**src/rtl/core/ssd_pkg.sv**
```systemverilog
`timescale 1ns / 1ps
// ----------------------------------------------------------------------------
// ssd_pkg
// Shared types, field widths and segment tables of the scan display controller.
// ----------------------------------------------------------------------------
package ssd_pkg;

    localparam int unsigned OPCODE_W   = 2;
    localparam int unsigned POSITION_W = 3;
    localparam int unsigned VALUE_W    = 8;
    localparam int unsigned NUMBER_W   = 32;
    localparam int unsigned SEGMENT_W  = 8;
    localparam int unsigned SELECT_W   = 3;
    localparam int unsigned BITCNT_W   = $clog2(NUMBER_W);
    localparam int unsigned DIVISOR_W  = 8;

    localparam int unsigned APB_ADDR_W = 3;
    localparam int unsigned APB_DATA_W = 32;

    localparam logic SCAN_ENABLE_RST              = 1'b1;
    localparam logic [DIVISOR_W-1:0] DIVISOR_RST  = 8'd4;

    localparam logic [SEGMENT_W-1:0] SEG_BLANK = 8'h00;

    typedef enum logic [OPCODE_W-1:0] {
        OP_TICK   = 2'd0,
        OP_RAW    = 2'd1,
        OP_CHAR   = 2'd2,
        OP_NUMBER = 2'd3
    } t_opcode;

    // register index, taken from paddr bit 2
    typedef enum logic {
        REG_SCAN_ENABLE  = 1'b0,
        REG_SCAN_DIVISOR = 1'b1
    } t_reg_index;

    // decimal digit to segments
    function automatic logic [SEGMENT_W-1:0] digit_code(input logic [3:0] d);
        logic [SEGMENT_W-1:0] seg;
        case (d)
            4'd0:    seg = 8'h3F;
            4'd1:    seg = 8'h06;
            4'd2:    seg = 8'h5B;
            4'd3:    seg = 8'h4F;
            4'd4:    seg = 8'h66;
            4'd5:    seg = 8'h6D;
            4'd6:    seg = 8'h7D;
            4'd7:    seg = 8'h07;
            4'd8:    seg = 8'h7F;
            4'd9:    seg = 8'h6F;
            default: seg = SEG_BLANK;
        endcase
        return seg;
    endfunction

    // ascii character to segments, unknown characters blank
    function automatic logic [SEGMENT_W-1:0] encode_char(input logic [VALUE_W-1:0] c);
        logic [SEGMENT_W-1:0] seg;
        case (c)
            8'h30:   seg = 8'h3F;
            8'h31:   seg = 8'h06;
            8'h32:   seg = 8'h5B;
            8'h33:   seg = 8'h4F;
            8'h34:   seg = 8'h66;
            8'h35:   seg = 8'h6D;
            8'h36:   seg = 8'h7D;
            8'h37:   seg = 8'h07;
            8'h38:   seg = 8'h7F;
            8'h39:   seg = 8'h6F;
            8'h41:   seg = 8'h77;
            8'h42:   seg = 8'h7C;
            8'h43:   seg = 8'h39;
            8'h44:   seg = 8'h5E;
            8'h45:   seg = 8'h79;
            8'h46:   seg = 8'h71;
            8'h48:   seg = 8'h76;
            8'h4C:   seg = 8'h38;
            8'h50:   seg = 8'h73;
            8'h55:   seg = 8'h3E;
            8'h6E:   seg = 8'h54;
            8'h6F:   seg = 8'h5C;
            8'h79:   seg = 8'h6E;
            8'h68:   seg = 8'h74;
            8'h72:   seg = 8'h50;
            8'h74:   seg = 8'h78;
            8'h2D:   seg = 8'h40;
            8'h2E:   seg = 8'h80;
            8'h21:   seg = 8'hF9;
            default: seg = SEG_BLANK;
        endcase
        return seg;
    endfunction

endpackage

```
**src/rtl/core/ssd_in_if.sv**
```systemverilog
`timescale 1ns / 1ps
// ----------------------------------------------------------------------------
// ssd_in_if
// Command channel of the scan display controller with valid/ready handshake.
// ----------------------------------------------------------------------------
interface ssd_in_if
    import ssd_pkg::*;
();
    logic                  valid;
    logic                  ready;
    logic [OPCODE_W-1:0]   opcode;
    logic [POSITION_W-1:0] position;
    logic [VALUE_W-1:0]    value;
    logic [NUMBER_W-1:0]   number;

    modport source (output valid, output opcode, output position, output value,
                    output number, input ready);
    modport sink   (input valid, input opcode, input position, input value,
                    input number, output ready);
endinterface

```
**src/rtl/core/ssd_out_if.sv**
```systemverilog
`timescale 1ns / 1ps
// ----------------------------------------------------------------------------
// ssd_out_if
// Result channel of the scan display controller with valid/ready handshake.
// ----------------------------------------------------------------------------
interface ssd_out_if
    import ssd_pkg::*;
();
    logic                 valid;
    logic                 ready;
    logic [SEGMENT_W-1:0] segment_drive;
    logic [SELECT_W-1:0]  digit_select;
    logic                 scanned;

    modport source (output valid, output segment_drive, output digit_select,
                    output scanned, input ready);
    modport sink   (input valid, input segment_drive, input digit_select,
                    input scanned, output ready);
endinterface

```
**src/rtl/core/seven_segment_scan_display.sv**
```systemverilog
`timescale 1ns / 1ps
// ----------------------------------------------------------------------------
// seven_segment_scan_display
// Multiplexed seven-segment display controller with display buffer.
//
// Commands arrive on i_in (tick, raw segment write, character write, number
// display); every accepted transaction gives one result transaction on o_out
// carrying the driven segments, the selected digit and a scanned flag.
// Tick, raw and character writes complete in the accept cycle; the result is
// registered and shows in the next cycle. A number display reports its result
// at once, then converts the value bit-serially through a BCD shift register,
// one binary bit per cycle, and writes the buffer in the ST_WRITE state: i_in
// is held off through ST_CONV and ST_WRITE after a number display.
// Other commands sustain one transaction per cycle while o_out keeps up.
// If the receiver stalls, the result stays in the output register and i_in
// drops ready until the result is taken.
// Reset blanks the buffer, clears the scan state, enables scanning and sets the
// divisor to 4. The APB port holds scan_enable at 0x0 and scan_divisor at 0x4;
// the user must write it only while the block is idle, which is not enforced.
// ----------------------------------------------------------------------------
module seven_segment_scan_display
    import ssd_pkg::*;
#(
    parameter int unsigned DIGITS = 8
) (
    input  logic                  i_clk,
    input  logic                  i_rst_n,
    ssd_in_if.sink                i_in,
    ssd_out_if.source             o_out,
    input  logic                  psel,
    input  logic                  penable,
    input  logic                  pwrite,
    input  logic [APB_ADDR_W-1:0] paddr,
    input  logic [APB_DATA_W-1:0] pwdata,
    output logic [APB_DATA_W-1:0] prdata,
    output logic                  pready
);

    localparam int unsigned DIG_W = (DIGITS > 1) ? $clog2(DIGITS) : 1;
    localparam int unsigned BCD_W = 4 * DIGITS;

    typedef enum logic [2:0] {
        ST_IDLE  = 3'b001,
        ST_CONV  = 3'b010,
        ST_WRITE = 3'b100
    } t_state;

    t_state                 r_state, n_state;
    logic                   r_scan_enable;
    logic [DIVISOR_W-1:0]   r_scan_divisor;
    logic [SEGMENT_W-1:0]   r_buffer [DIGITS];
    logic [DIVISOR_W-1:0]   r_prescale, n_prescale;
    logic [DIG_W-1:0]       r_next_digit, n_next_digit;
    logic [SEGMENT_W-1:0]   r_seg_latch, n_seg_latch;
    logic [SELECT_W-1:0]    r_sel_latch, n_sel_latch;
    logic                   n_scanned;

    logic                   r_ovalid;
    logic [SEGMENT_W-1:0]   r_oseg;
    logic [SELECT_W-1:0]    r_osel;
    logic                   r_oscan;

    logic [NUMBER_W-1:0]    r_bin;
    logic [BCD_W-1:0]       r_bcd;
    logic [BITCNT_W-1:0]    r_bitcnt;
    logic                   r_ovf;

    logic                   in_acc;
    logic                   out_free;
    logic                   cfg_wr;
    logic                   pos_ok;
    logic [DIVISOR_W-1:0]   pre_inc;
    logic [BCD_W-1:0]       bcd_adj;
    logic [SEGMENT_W-1:0]   num_seg [DIGITS];
    t_opcode                op;

    assign op       = t_opcode'(i_in.opcode);
    assign out_free = !r_ovalid || o_out.ready;
    assign i_in.ready = (r_state == ST_IDLE) && out_free;
    assign in_acc   = i_in.valid && i_in.ready;
    assign pos_ok   = {1'b0, i_in.position} < (POSITION_W + 1)'(DIGITS);

    // configuration registers
    assign cfg_wr = psel && penable && pwrite && pready;
    assign pready = 1'b1;

    always_comb begin
        unique case (t_reg_index'(paddr[2]))
            REG_SCAN_ENABLE:  prdata = {{(APB_DATA_W-1){1'b0}}, r_scan_enable};
            REG_SCAN_DIVISOR: prdata = {{(APB_DATA_W-DIVISOR_W){1'b0}}, r_scan_divisor};
            default:          prdata = '0;
        endcase
    end

    always_ff @(posedge i_clk) begin
        if (!i_rst_n) begin
            r_scan_enable  <= SCAN_ENABLE_RST;
            r_scan_divisor <= DIVISOR_RST;
        end else if (cfg_wr) begin
            unique case (t_reg_index'(paddr[2]))
                REG_SCAN_ENABLE:  r_scan_enable  <= pwdata[0];
                REG_SCAN_DIVISOR: r_scan_divisor <= pwdata[DIVISOR_W-1:0];
                default: ;
            endcase
        end
    end

    // tick handling
    assign pre_inc = r_prescale + DIVISOR_W'(1);

    always_comb begin
        n_prescale   = r_prescale;
        n_next_digit = r_next_digit;
        n_seg_latch  = r_seg_latch;
        n_sel_latch  = r_sel_latch;
        n_scanned    = 1'b0;
        if (in_acc && op == OP_TICK && r_scan_enable) begin
            if (pre_inc < r_scan_divisor) begin
                n_prescale = pre_inc;
            end else begin
                n_prescale  = '0;
                n_scanned   = 1'b1;
                n_sel_latch = SELECT_W'(r_next_digit);
                n_seg_latch = r_buffer[r_next_digit];
                if (r_next_digit == DIG_W'(DIGITS - 1)) begin
                    n_next_digit = '0;
                end else begin
                    n_next_digit = r_next_digit + DIG_W'(1);
                end
            end
        end
    end

    always_ff @(posedge i_clk) begin
        if (!i_rst_n) begin
            r_prescale   <= '0;
            r_next_digit <= '0;
            r_seg_latch  <= '0;
            r_sel_latch  <= '0;
        end else begin
            r_prescale   <= n_prescale;
            r_next_digit <= n_next_digit;
            r_seg_latch  <= n_seg_latch;
            r_sel_latch  <= n_sel_latch;
        end
    end

    // result register
    always_ff @(posedge i_clk) begin
        if (!i_rst_n) begin
            r_ovalid <= 1'b0;
        end else if (in_acc) begin
            r_ovalid <= 1'b1;
        end else if (o_out.ready) begin
            r_ovalid <= 1'b0;
        end
    end

    always_ff @(posedge i_clk) begin
        if (in_acc) begin
            r_oseg  <= n_seg_latch;
            r_osel  <= n_sel_latch;
            r_oscan <= n_scanned;
        end
    end

    assign o_out.valid         = r_ovalid;
    assign o_out.segment_drive = r_oseg;
    assign o_out.digit_select  = r_osel;
    assign o_out.scanned       = r_oscan;

    // binary to bcd, one bit per cycle, add-3 on every digit
    always_comb begin
        bcd_adj = r_bcd;
        for (int k = 0; k < DIGITS; k++) begin
            if (r_bcd[4*k +: 4] >= 4'd5) begin
                bcd_adj[4*k +: 4] = r_bcd[4*k +: 4] + 4'd3;
            end
        end
    end

    // leading zero digits stay blank unless overflowed; the ones digit always shows
    always_comb begin
        logic seen;
        seen = r_ovf;
        for (int k = DIGITS - 1; k >= 0; k--) begin
            seen = seen || (r_bcd[4*k +: 4] != 4'd0) || (k == 0);
            num_seg[k] = seen ? digit_code(r_bcd[4*k +: 4]) : SEG_BLANK;
        end
    end

    always_comb begin
        n_state = r_state;
        unique case (r_state)
            ST_IDLE: begin
                if (in_acc && op == OP_NUMBER) begin
                    n_state = ST_CONV;
                end
            end
            ST_CONV: begin
                if (r_bitcnt == BITCNT_W'(NUMBER_W - 1)) begin
                    n_state = ST_WRITE;
                end
            end
            ST_WRITE: n_state = ST_IDLE;
            default:  n_state = ST_IDLE;
        endcase
    end

    always_ff @(posedge i_clk) begin
        if (!i_rst_n) begin
            r_state <= ST_IDLE;
        end else begin
            r_state <= n_state;
        end
    end

    always_ff @(posedge i_clk) begin
        if (r_state == ST_IDLE) begin
            r_bin    <= i_in.number;
            r_bcd    <= '0;
            r_bitcnt <= '0;
            r_ovf    <= 1'b0;
        end else if (r_state == ST_CONV) begin
            r_bin    <= {r_bin[NUMBER_W-2:0], 1'b0};
            r_bcd    <= {bcd_adj[BCD_W-2:0], r_bin[NUMBER_W-1]};
            r_bitcnt <= r_bitcnt + BITCNT_W'(1);
            r_ovf    <= r_ovf || bcd_adj[BCD_W-1];
        end
    end

    // display buffer, position 0 is the leftmost digit
    always_ff @(posedge i_clk) begin
        if (!i_rst_n) begin
            for (int p = 0; p < DIGITS; p++) begin
                r_buffer[p] <= SEG_BLANK;
            end
        end else if (r_state == ST_WRITE) begin
            for (int p = 0; p < DIGITS; p++) begin
                r_buffer[p] <= num_seg[DIGITS - 1 - p];
            end
        end else if (in_acc && pos_ok) begin
            if (op == OP_RAW) begin
                r_buffer[i_in.position[DIG_W-1:0]] <= i_in.value;
            end else if (op == OP_CHAR) begin
                r_buffer[i_in.position[DIG_W-1:0]] <= encode_char(i_in.value);
            end
        end
    end

    a_next_digit_range: assert property (@(posedge i_clk) disable iff (!i_rst_n)
        r_next_digit <= DIG_W'(DIGITS - 1))
        else $error("scan index beyond last digit");

    a_result_mirrors_latch: assert property (@(posedge i_clk) disable iff (!i_rst_n)
        r_ovalid |-> (r_oseg == r_seg_latch) && (r_osel == r_sel_latch))
        else $error("pending result differs from driven latches");

    a_number_starts_conv: assert property (@(posedge i_clk) disable iff (!i_rst_n)
        (in_acc && op == OP_NUMBER) |=> r_state == ST_CONV)
        else $error("number display did not start conversion");

    a_conv_ends: assert property (@(posedge i_clk) disable iff (!i_rst_n)
        (r_state == ST_CONV && r_bitcnt == BITCNT_W'(NUMBER_W - 1)) |=> r_state == ST_WRITE)
        else $error("conversion did not end after last bit");

    a_scan_only_on_tick: assert property (@(posedge i_clk) disable iff (!i_rst_n)
        (r_sel_latch != $past(r_sel_latch)) |-> $past(in_acc && op == OP_TICK))
        else $error("select latch moved without a tick");

endmodule

```
**src/flat_wrapper.sv**
```systemverilog
// flat-port wrapper written by rule: the top's interface ports become plain ports
module seven_segment_scan_display_flat import ssd_pkg::*;
#(
    parameter int unsigned DIGITS = 8
)
  (i_clk, i_rst_n, psel, penable, pwrite, paddr, pwdata, prdata, pready, i_in_valid, i_in_opcode, i_in_position, i_in_value, i_in_number, i_in_ready, o_out_valid, o_out_segment_drive, o_out_digit_select, o_out_scanned, o_out_ready);
  ssd_in_if i_in_i ();
  ssd_out_if o_out_i ();
  input  logic i_clk;
  input  logic i_rst_n;
  input  logic psel;
  input  logic penable;
  input  logic pwrite;
  input  logic [APB_ADDR_W-1:0] paddr;
  input  logic [APB_DATA_W-1:0] pwdata;
  output logic [APB_DATA_W-1:0] prdata;
  output logic pready;
  input wire logic [$bits(i_in_i.valid)-1:0] i_in_valid;
  input wire logic [$bits(i_in_i.opcode)-1:0] i_in_opcode;
  input wire logic [$bits(i_in_i.position)-1:0] i_in_position;
  input wire logic [$bits(i_in_i.value)-1:0] i_in_value;
  input wire logic [$bits(i_in_i.number)-1:0] i_in_number;
  output wire logic [$bits(i_in_i.ready)-1:0] i_in_ready;
  output wire logic [$bits(o_out_i.valid)-1:0] o_out_valid;
  output wire logic [$bits(o_out_i.segment_drive)-1:0] o_out_segment_drive;
  output wire logic [$bits(o_out_i.digit_select)-1:0] o_out_digit_select;
  output wire logic [$bits(o_out_i.scanned)-1:0] o_out_scanned;
  input wire logic [$bits(o_out_i.ready)-1:0] o_out_ready;
  assign i_in_i.valid = i_in_valid;
  assign i_in_i.opcode = i_in_opcode;
  assign i_in_i.position = i_in_position;
  assign i_in_i.value = i_in_value;
  assign i_in_i.number = i_in_number;
  assign i_in_ready = i_in_i.ready;
  assign o_out_valid = o_out_i.valid;
  assign o_out_segment_drive = o_out_i.segment_drive;
  assign o_out_digit_select = o_out_i.digit_select;
  assign o_out_scanned = o_out_i.scanned;
  assign o_out_i.ready = o_out_ready;
  seven_segment_scan_display #(.DIGITS(DIGITS)) u_core (.i_clk(i_clk), .i_rst_n(i_rst_n), .i_in(i_in_i), .o_out(o_out_i), .psel(psel), .penable(penable), .pwrite(pwrite), .paddr(paddr), .pwdata(pwdata), .prdata(prdata), .pready(pready));
endmodule
```
**config.mk**
```make
export PLATFORM = sky130hd
export DESIGN_NAME = seven_segment_scan_display_flat
export DESIGN_NICKNAME = d
export VERILOG_FILES = /design/src/rtl/core/ssd_pkg.sv /design/src/rtl/core/ssd_in_if.sv /design/src/rtl/core/ssd_out_if.sv /design/src/rtl/core/seven_segment_scan_display.sv /design/src/flat_wrapper.sv
export SDC_FILE = /design/constraint.sdc
export NUM_CORES = 1
export LEC_CHECK = 0
export BUFFER_PORTS_ARGS = -buffer_cell sky130_fd_sc_hd__buf_4
export CORE_AREA = 2 2 209 211
export DETAILED_ROUTE_END_ITERATION = 10
export DIE_AREA = 0 0 211 213
export HOLD_SLACK_MARGIN = 0.12
export MAX_ROUTING_LAYER = met4
export SYNTH_ARGS = -nofsm -noshare
export SYNTH_HDL_FRONTEND = slang
export SYNTH_SLANG_ARGS = --single-unit
```
**constraint.sdc**
```tcl
create_clock -name i_clk -period 3.4 [get_ports i_clk]
set_input_delay 0.34 -clock i_clk [delete_from_list [all_inputs] [get_ports i_clk]]
set_output_delay 0.34 -clock i_clk [all_outputs]
set_load 0.02 [all_outputs]
```
==> results of run 1 <==
-- through the flow --
stage / std cells / power (W)
after floorplan: 1311 / 0.00347
after CTS: 1964 / 0.00635
after detailed placement: 1876 / 0.00362
after global routing: 1964 / 0.00651
final: 1964 / 0.00628
after global placement: 1876 / 0.00361
-- per-layer routing --
layer / GRT usage / vias to the layer above
met4: 0.0347 / 0
met3: 0.0209 / 62
met1: 0.178 / 4490
met2: 0.210 / 277
li1: - / 4764
met5: - / -
-- how the worst max path moves through the flow --
stage | startpoint | to | depth (start not counted)
finish | u_core.r_prescale[0] | u_core.r_seg_latch[6] | 11
global route | u_core.r_prescale[0] | u_core.r_seg_latch[6] | 11
CTS | u_core.r_prescale[0] | u_core.r_seg_latch[6] | 11
detailed placement | u_core.r_prescale[0] | u_core.r_seg_latch[6] | 11
global placement | u_core.r_prescale[0] | u_core.o_out.segment_drive[6] | 10
floorplan | u_core.r_prescale[0] | u_core.o_out.segment_drive[6] | 10
-- worst max-delay path, stage by stage, from the launching register on --
cell and delay [ns]:
dfxtp_1 0.39, ha_1 0.27, and3_1 0.20, nand3_1 0.09
xnor2_1 0.22, ha_1 0.29, a21o_1 0.18, a21oi_1 0.19
a311o_1 0.21, buf_4 0.29, mux2_2 0.39, and2_1 0.15
-- cells in the mapped netlist (3+ instances only) --
library cell,number
o21ai_0,89
nor3b_1,10
nand3b_1,7
edfxtp_1,108
buf_2,12
a22o_1,25
a22oi_2,3
clkinv_1,8
and2_1,20
nor2_1,73
o21a_1,6
dfxtp_1,132
a21o_1,15
o31ai_1,4
mux2i_1,19
nor3_1,6
mux2_4,10
a21oi_1,70
a22oi_1,9
xnor2_1,21
o21bai_1,3
mux4_2,16
buf_1,5
o22ai_1,29
nand2b_1,15
mux2_2,11
nor2b_1,10
buf_4,26
inv_1,67
xor2_1,9
a31oi_1,18
o211ai_1,3
a32o_1,8
nand4_1,5
nand2_1,196
ha_1,91
nand3_1,38
a311o_1,3
clkbuf_1,35
and3_1,16
a41o_1,3
-- kinds of logic (layout without fill, tap and decap cells) --
| logic type | Yosys count | in the layout | synth area share |
|---|---|---|---|
| AND/OR/NAND/NOR | 408 | 408 | 0.149 |
| XOR/XNOR | 30 | 30 | 0.0208 |
| adder cells (fa/ha/maj) | 91 | 91 | 0.0900 |
| buffers and inverters | 153 | 260 | 0.0543 |
| multiplexers | 56 | 56 | 0.0652 |
| flip-flops | 240 | 240 | 0.465 |
| other | 2 | 25 | 0.000594 |
| AO/OA/AOI/OAI | 308 | 308 | 0.155 |
-- final cells by class --
| type | count | area (µm²) | area share |
|---|---|---|---|
| Multi-Input combinational cell | 918 | 6170 | 0.412 |
| Sequential cell | 240 | 5890 | 0.393 |
| Timing Repair Buffer | 139 | 1150 | 0.0767 |
| Clock buffer | 38 | 736 | 0.0491 |
| Tap cell | 546 | 683 | 0.0456 |
| Inverter | 75 | 282 | 0.0188 |
| Clock inverter | 8 | 62.6 | 0.00418 |
-- layout by cell type, fill, tap and decap left out, types with 9 or more instances in the layout --
cell / instances
nand2_1: 196
dfxtp_1: 132
edfxtp_1: 108
buf_4: 97
ha_1: 91
o21ai_0: 89
nor2_1: 72
a21oi_1: 70
inv_1: 67
dlygate4sd3_1: 42
nand3_1: 38
o22ai_1: 29
clkbuf_16: 26
a22o_1: 25
conb_1: 25
xnor2_1: 21
and2_1: 20
mux2i_1: 19
a31oi_1: 18
and3_1: 16
mux4_2: 16
a21o_1: 15
nand2b_1: 15
mux2_2: 11
nor2b_1: 10
mux2_4: 10
xor2_1: 9
a22oi_1: 9
nor3b_1: 9
-- power groups by stage --
| stage | Clock (W) | Combinational [W] | Sequential [W] |
|---|---|---|---|
| 5_1_grt | 0.00287 | 0.000504 | 0.00314 |
| 6_report | 0.00268 | 0.000461 | 0.00314 |
| 3_3_place_gp | 0 | 0.000416 | 0.00320 |
| 3_5_place_dp | 0 | 0.000421 | 0.00320 |
| 4_1_cts | 0.00275 | 0.000459 | 0.00314 |
| 2_1_floorplan | 0 | 0.000269 | 0.00320 |
==> flow_metrics.py, run 1 <==
metrics = {
    "timing": {
        "fin_skew_ns": 0.0228,
        "worst_slack_ns": 0.431,
        "worst_pin_slew_ns": 0.977,
        "setup_viol": 0,
        "timing.fmax_mhz": 337,
        "min_period_ns": 2.97,
        "final_hold_viol_count": 0,
        "max-slew-margin-rel": 0.346,
        "rsz0062_at_grt": "no",
        "setup_tns_ns": 0,
        "drv_slew": 0,
        "period_share": 0.873,
        "timing.hold.ws_ns": 0.154,
    },
    "synth": {
        "syn-cell-area_um2": 12700,
        "synth_edf_count": 108,
        "ys.flop_type": "dfxtp_1",
        "synthTopCellsByArea": "edfxtp_1, dfxtp_1, ha_1, nand2_1, o21ai_0",
        "synth_top_area_frac": 0.256,
        "yosys_warnings": 0,
        "seq_area_frac_synth": 0.465,
        "synth_cell_types": 68,
        "syn_avg_cell_area_um2": 9.82,
        "yosysTopAreaCell": "edfxtp_1",
        "synthArstFlopShare": 0,
        "ys_ff_latch": 240,
        "synthCells": 1288,
    },
    "detailed_routing": {
        "routedWlPerCell_um": 14.9,
        "drt_iter0_markers": 698,
        "via_per_inst": 4.88,
        "dr_wl_met3_um": 1390,
        "vias": 9593,
        "drtPass1Iterations": 5,
        "ant_nets": 0,
        "drt-met1-wl_um": 14000,
        "postRouteWirelength_um": 29300,
        "drc": 0,
        "dr_wl_met2_um": 13200,
        "highest-signal-layer": "met4",
    },
    "global_routing": {
        "antenna_found_initial": 0,
        "grt_max_degree": 43,
        "grt_pass1_vias": 9012,
        "grt_overflow": 0,
        "grt_pass1_wl_um": 46800,
        "grt.total_usage": 0.133,
    },
    "power_and_ir_drop": {
        "switchingPower_w": 0.00148,
        "power_switching_share": 0.236,
        "p_per_area_nw_per_um2": 420,
        "p_leak_nw": 6.17,
        "p_seq_frac": 0.499,
        "power_frac_comb": 0.073,
        "clock_power_share": 0.427,
        "peakVddDrop_uv": 316,
        "intPower_w": 0.00480,
    },
    "setup_path": {
        "path_class": "flip-flop to flip-flop",
        "startpoint_type": "flip-flop",
        "ff2ff_path_depth": 11,
        "timing.rr.start": "u_core.r_prescale[0]",
        "reg2reg_to": "u_core.r_seg_latch[6]",
        "crit_path_end_kind": "flip-flop",
        "worstPathRequired_ns": 3.85,
        "crit_arrival_ns": 3.42,
        "cp_max_fo": 20,
        "reg2reg_slack_ns": 0.43,
    },
    "placement": {
        "place_ws_ns": 0.414,
        "port-buffer-count": 82,
        "detailed_place_hpwl_um": 21000,
        "place.gp.congestion": 0.854,
        "postPlaceCellArea_um2": 13800,
    },
    "cells_and_area": {
        "fin_nets": 1577,
        "drive_gt1_frac": 0.129,
        "utilization": 0.351,
        "fillers": 4226,
        "syn2layout_area_growth_pct": 18.3,
        "antenna_cells": 0,
        "final_area_um2": 15000,
    },
    "die": {
        "num_rows": 76,
        "die_w_um": 211,
        "die-area_um2": 44900,
        "core_area_um2": 42700,
        "die_h_um": 213,
        "initial_core_util": 0.296,
        "ios": 134,
    },
    "flow_run": {
        "cap_violations": 0,
    },
    "clock_tree": {
        "clk_pin_slew_ns": 0.06,
        "post_cts_resized": 0,
        "cts_setup_buffers": 0,
        "cts_buffers": 25,
        "cts_tree": "built",
        "insertion_delay_ns": 0.56,
        "htreeDepth": 1,
        "hold_buffers": 42,
        "cts_buffer_depth": 3,
        "cts_root_buf": "clkbuf_16",
        "clock_sinks": 240,
    },
    "min_path": {
        "holdPathStages": 3,
        "hold_start": "o_out_ready",
        "min_to": "u_core.o_out.valid",
        "holdCritPathClass": "input pin to flip-flop",
    },
    "status": {
        "status": "finished clean",
    },
}
Power figures use the tool's default switching activity.
==> run 2, diff against run 1 <==
Settings changed: CORE_AREA 2 2 209 211 to 2 2 171 173, DIE_AREA 0 0 211 213 to 0 0 173 175.
==> run 2 against run 1 <==
Non-clock buffer count grew 8. Register-to-register slack lost 0.03 ns. Die area shrank 33%. Fmax shrank 0.89%. Via count shrank 0.49%. Global-route usage grew 5.8 points. Largest cell class unchanged. Largest power group unchanged.
==> flow_metrics.py, run 2 (synthesis gave the netlist of run 1 again) <==
metrics = {
    "status": {
        "status": "finished clean",
    },
    "detailed_routing": {
        "postRouteWirelength_um": 28500,
        "routedWlPerCell_um": 15.7,
        "vias": 9546,
        "drt_iter0_markers": 685,
        "drtPass1Iterations": 7,
        "ant_nets": 0,
        "drc": 0,
        "via_per_inst": 5.26,
    },
    "die": {
        "die_w_um": 173,
        "core_area_um2": 28400,
        "ios": 134,
        "num_rows": 62,
        "die_h_um": 175,
        "initial_core_util": 0.446,
        "die-area_um2": 30300,
    },
    "timing": {
        "setup_viol": 0,
        "timing.fmax_mhz": 334,
        "worst_pin_slew_ns": 0.778,
        "setup_tns_ns": 0,
        "rsz0062_at_grt": "no",
        "timing.hold.ws_ns": 0.170,
        "drv_slew": 0,
        "final_hold_viol_count": 0,
        "max-slew-margin-rel": 0.481,
        "min_period_ns": 3.00,
        "worst_slack_ns": 0.405,
        "fin_skew_ns": 0.00987,
        "period_share": 0.881,
    },
    "placement": {
        "detailed_place_hpwl_um": 20300,
        "place_ws_ns": 0.379,
        "port-buffer-count": 82,
        "place_inst": 1724,
        "place.gp.congestion": 0.859,
    },
    "setup_path": {
        "path_class": "flip-flop to flip-flop",
        "cp_max_fo": 20,
        "reg2reg_slack_ns": 0.40,
        "timing.rr.start": "u_core.r_prescale[0]",
        "startpoint_type": "flip-flop",
        "crit_arrival_ns": 3.41,
        "crit_path_end_kind": "flip-flop",
        "critical_path.startpoint": "u_core.r_prescale[0]",
        "endpoint": "u_core.r_seg_latch[6]",
        "reg2reg_to": "u_core.r_seg_latch[6]",
        "worstPathRequired_ns": 3.82,
        "ff2ff_path_depth": 11,
    },
    "cells_and_area": {
        "fin_nets": 1587,
        "final_cells": 1814,
        "layout_common_cells": "nand2_1, dfxtp_1, edfxtp_1",
        "syn2layout_area_growth_pct": 18.0,
        "antenna_cells": 0,
        "final_common_cell": "nand2_1",
        "drive_gt1_frac": 0.140,
    },
    "clock_tree": {
        "cts_root_buf": "clkbuf_16",
        "clk_pin_slew_ns": 0.06,
        "htreeDepth": 1,
        "cts_tree": "built",
        "cts_buffers": 27,
        "hold_buffers": 40,
        "cts_setup_buffers": 0,
        "post_cts_resized": 0,
        "insertion_delay_ns": 0.53,
        "clock_sinks": 240,
        "cts_buffer_depth": 3,
    },
    "global_routing": {
        "grt_pass1_vias": 9080,
        "grt_pass1_wl_um": 46200,
        "grt_overflow": 0,
        "grt_max_degree": 39,
        "grt.total_usage": 0.191,
        "antenna_found_initial": 0,
    },
    "min_path": {
        "holdCritPathClass": "input pin to flip-flop",
    },
    "flow_run": {
        "cap_violations": 0,
    },
    "power_and_ir_drop": {
        "p_leak_nw": 6.27,
        "peakVddDrop_uv": 296,
        "p_per_area_nw_per_um2": 436,
    },
}
## run 2: how the worst min path moves through the flow
stage / start / to / cells past startpoint
final: o_out_ready / u_core.o_out.valid / 3
after global routing: o_out_ready / u_core.o_out.valid / 3
after CTS: o_out_ready / u_core.o_out.valid / 3
after detailed placement: u_core.r_scan_divisor[6] / u_core.r_scan_divisor[6] / 2
after global placement: u_core.r_scan_divisor[6] / u_core.r_scan_divisor[6] / 2
after floorplan: u_core.r_scan_divisor[1] / u_core.r_scan_divisor[1] / 2
## run 2: critical path, cell delays in order (launching register included)
cell and delay [ns]:
dfxtp_1 0.39, ha_1 0.27, and3_1 0.20, nand3_1 0.10, xnor2_1 0.22, ha_1 0.29
a21o_1 0.19, a21oi_1 0.17, a311o_1 0.21, buf_4 0.29, mux2_2 0.38, and2_1 0.15
## run 2: report_power, final
group          total, W  internal (W)  leakage, nW  switching, W
clock network   0.00290       0.00177        0.450       0.00114
registers       0.00314       0.00311         2.19     0.0000286
logic          0.000470      0.000191         3.64      0.000279
total           0.00651       0.00507         6.27       0.00144
## run 2: metal layers
layer	track usage	routed length [µm]	up-vias
met5	-	0	-
met4	0.0484	540	0
met3	0.0263	1470	37
met2	0.309	13100	275
met1	0.254	13300	4459
li1	-	-	4775
## run 2: area by class of cell
type | count | area (µm²)
Fill cell | 2612 | 13500
Multi-Input combinational cell | 918 | 6170
Sequential cell | 240 | 5890
Timing Repair Buffer | 147 | 1200
Clock buffer | 36 | 782
Tap cell | 384 | 480
Inverter | 75 | 282
Clock inverter | 14 | 128
## run 2: through the flow
stage          instance area, µm²  utilization  power, W
2_1_floorplan               12700            -   0.00347
3_3_place_gp                13600        0.480   0.00363
3_5_place_dp                13600        0.480   0.00363
4_1_cts                     14900        0.526   0.00658
5_1_grt                     14900        0.526   0.00674
6_report                    14900        0.526   0.00651
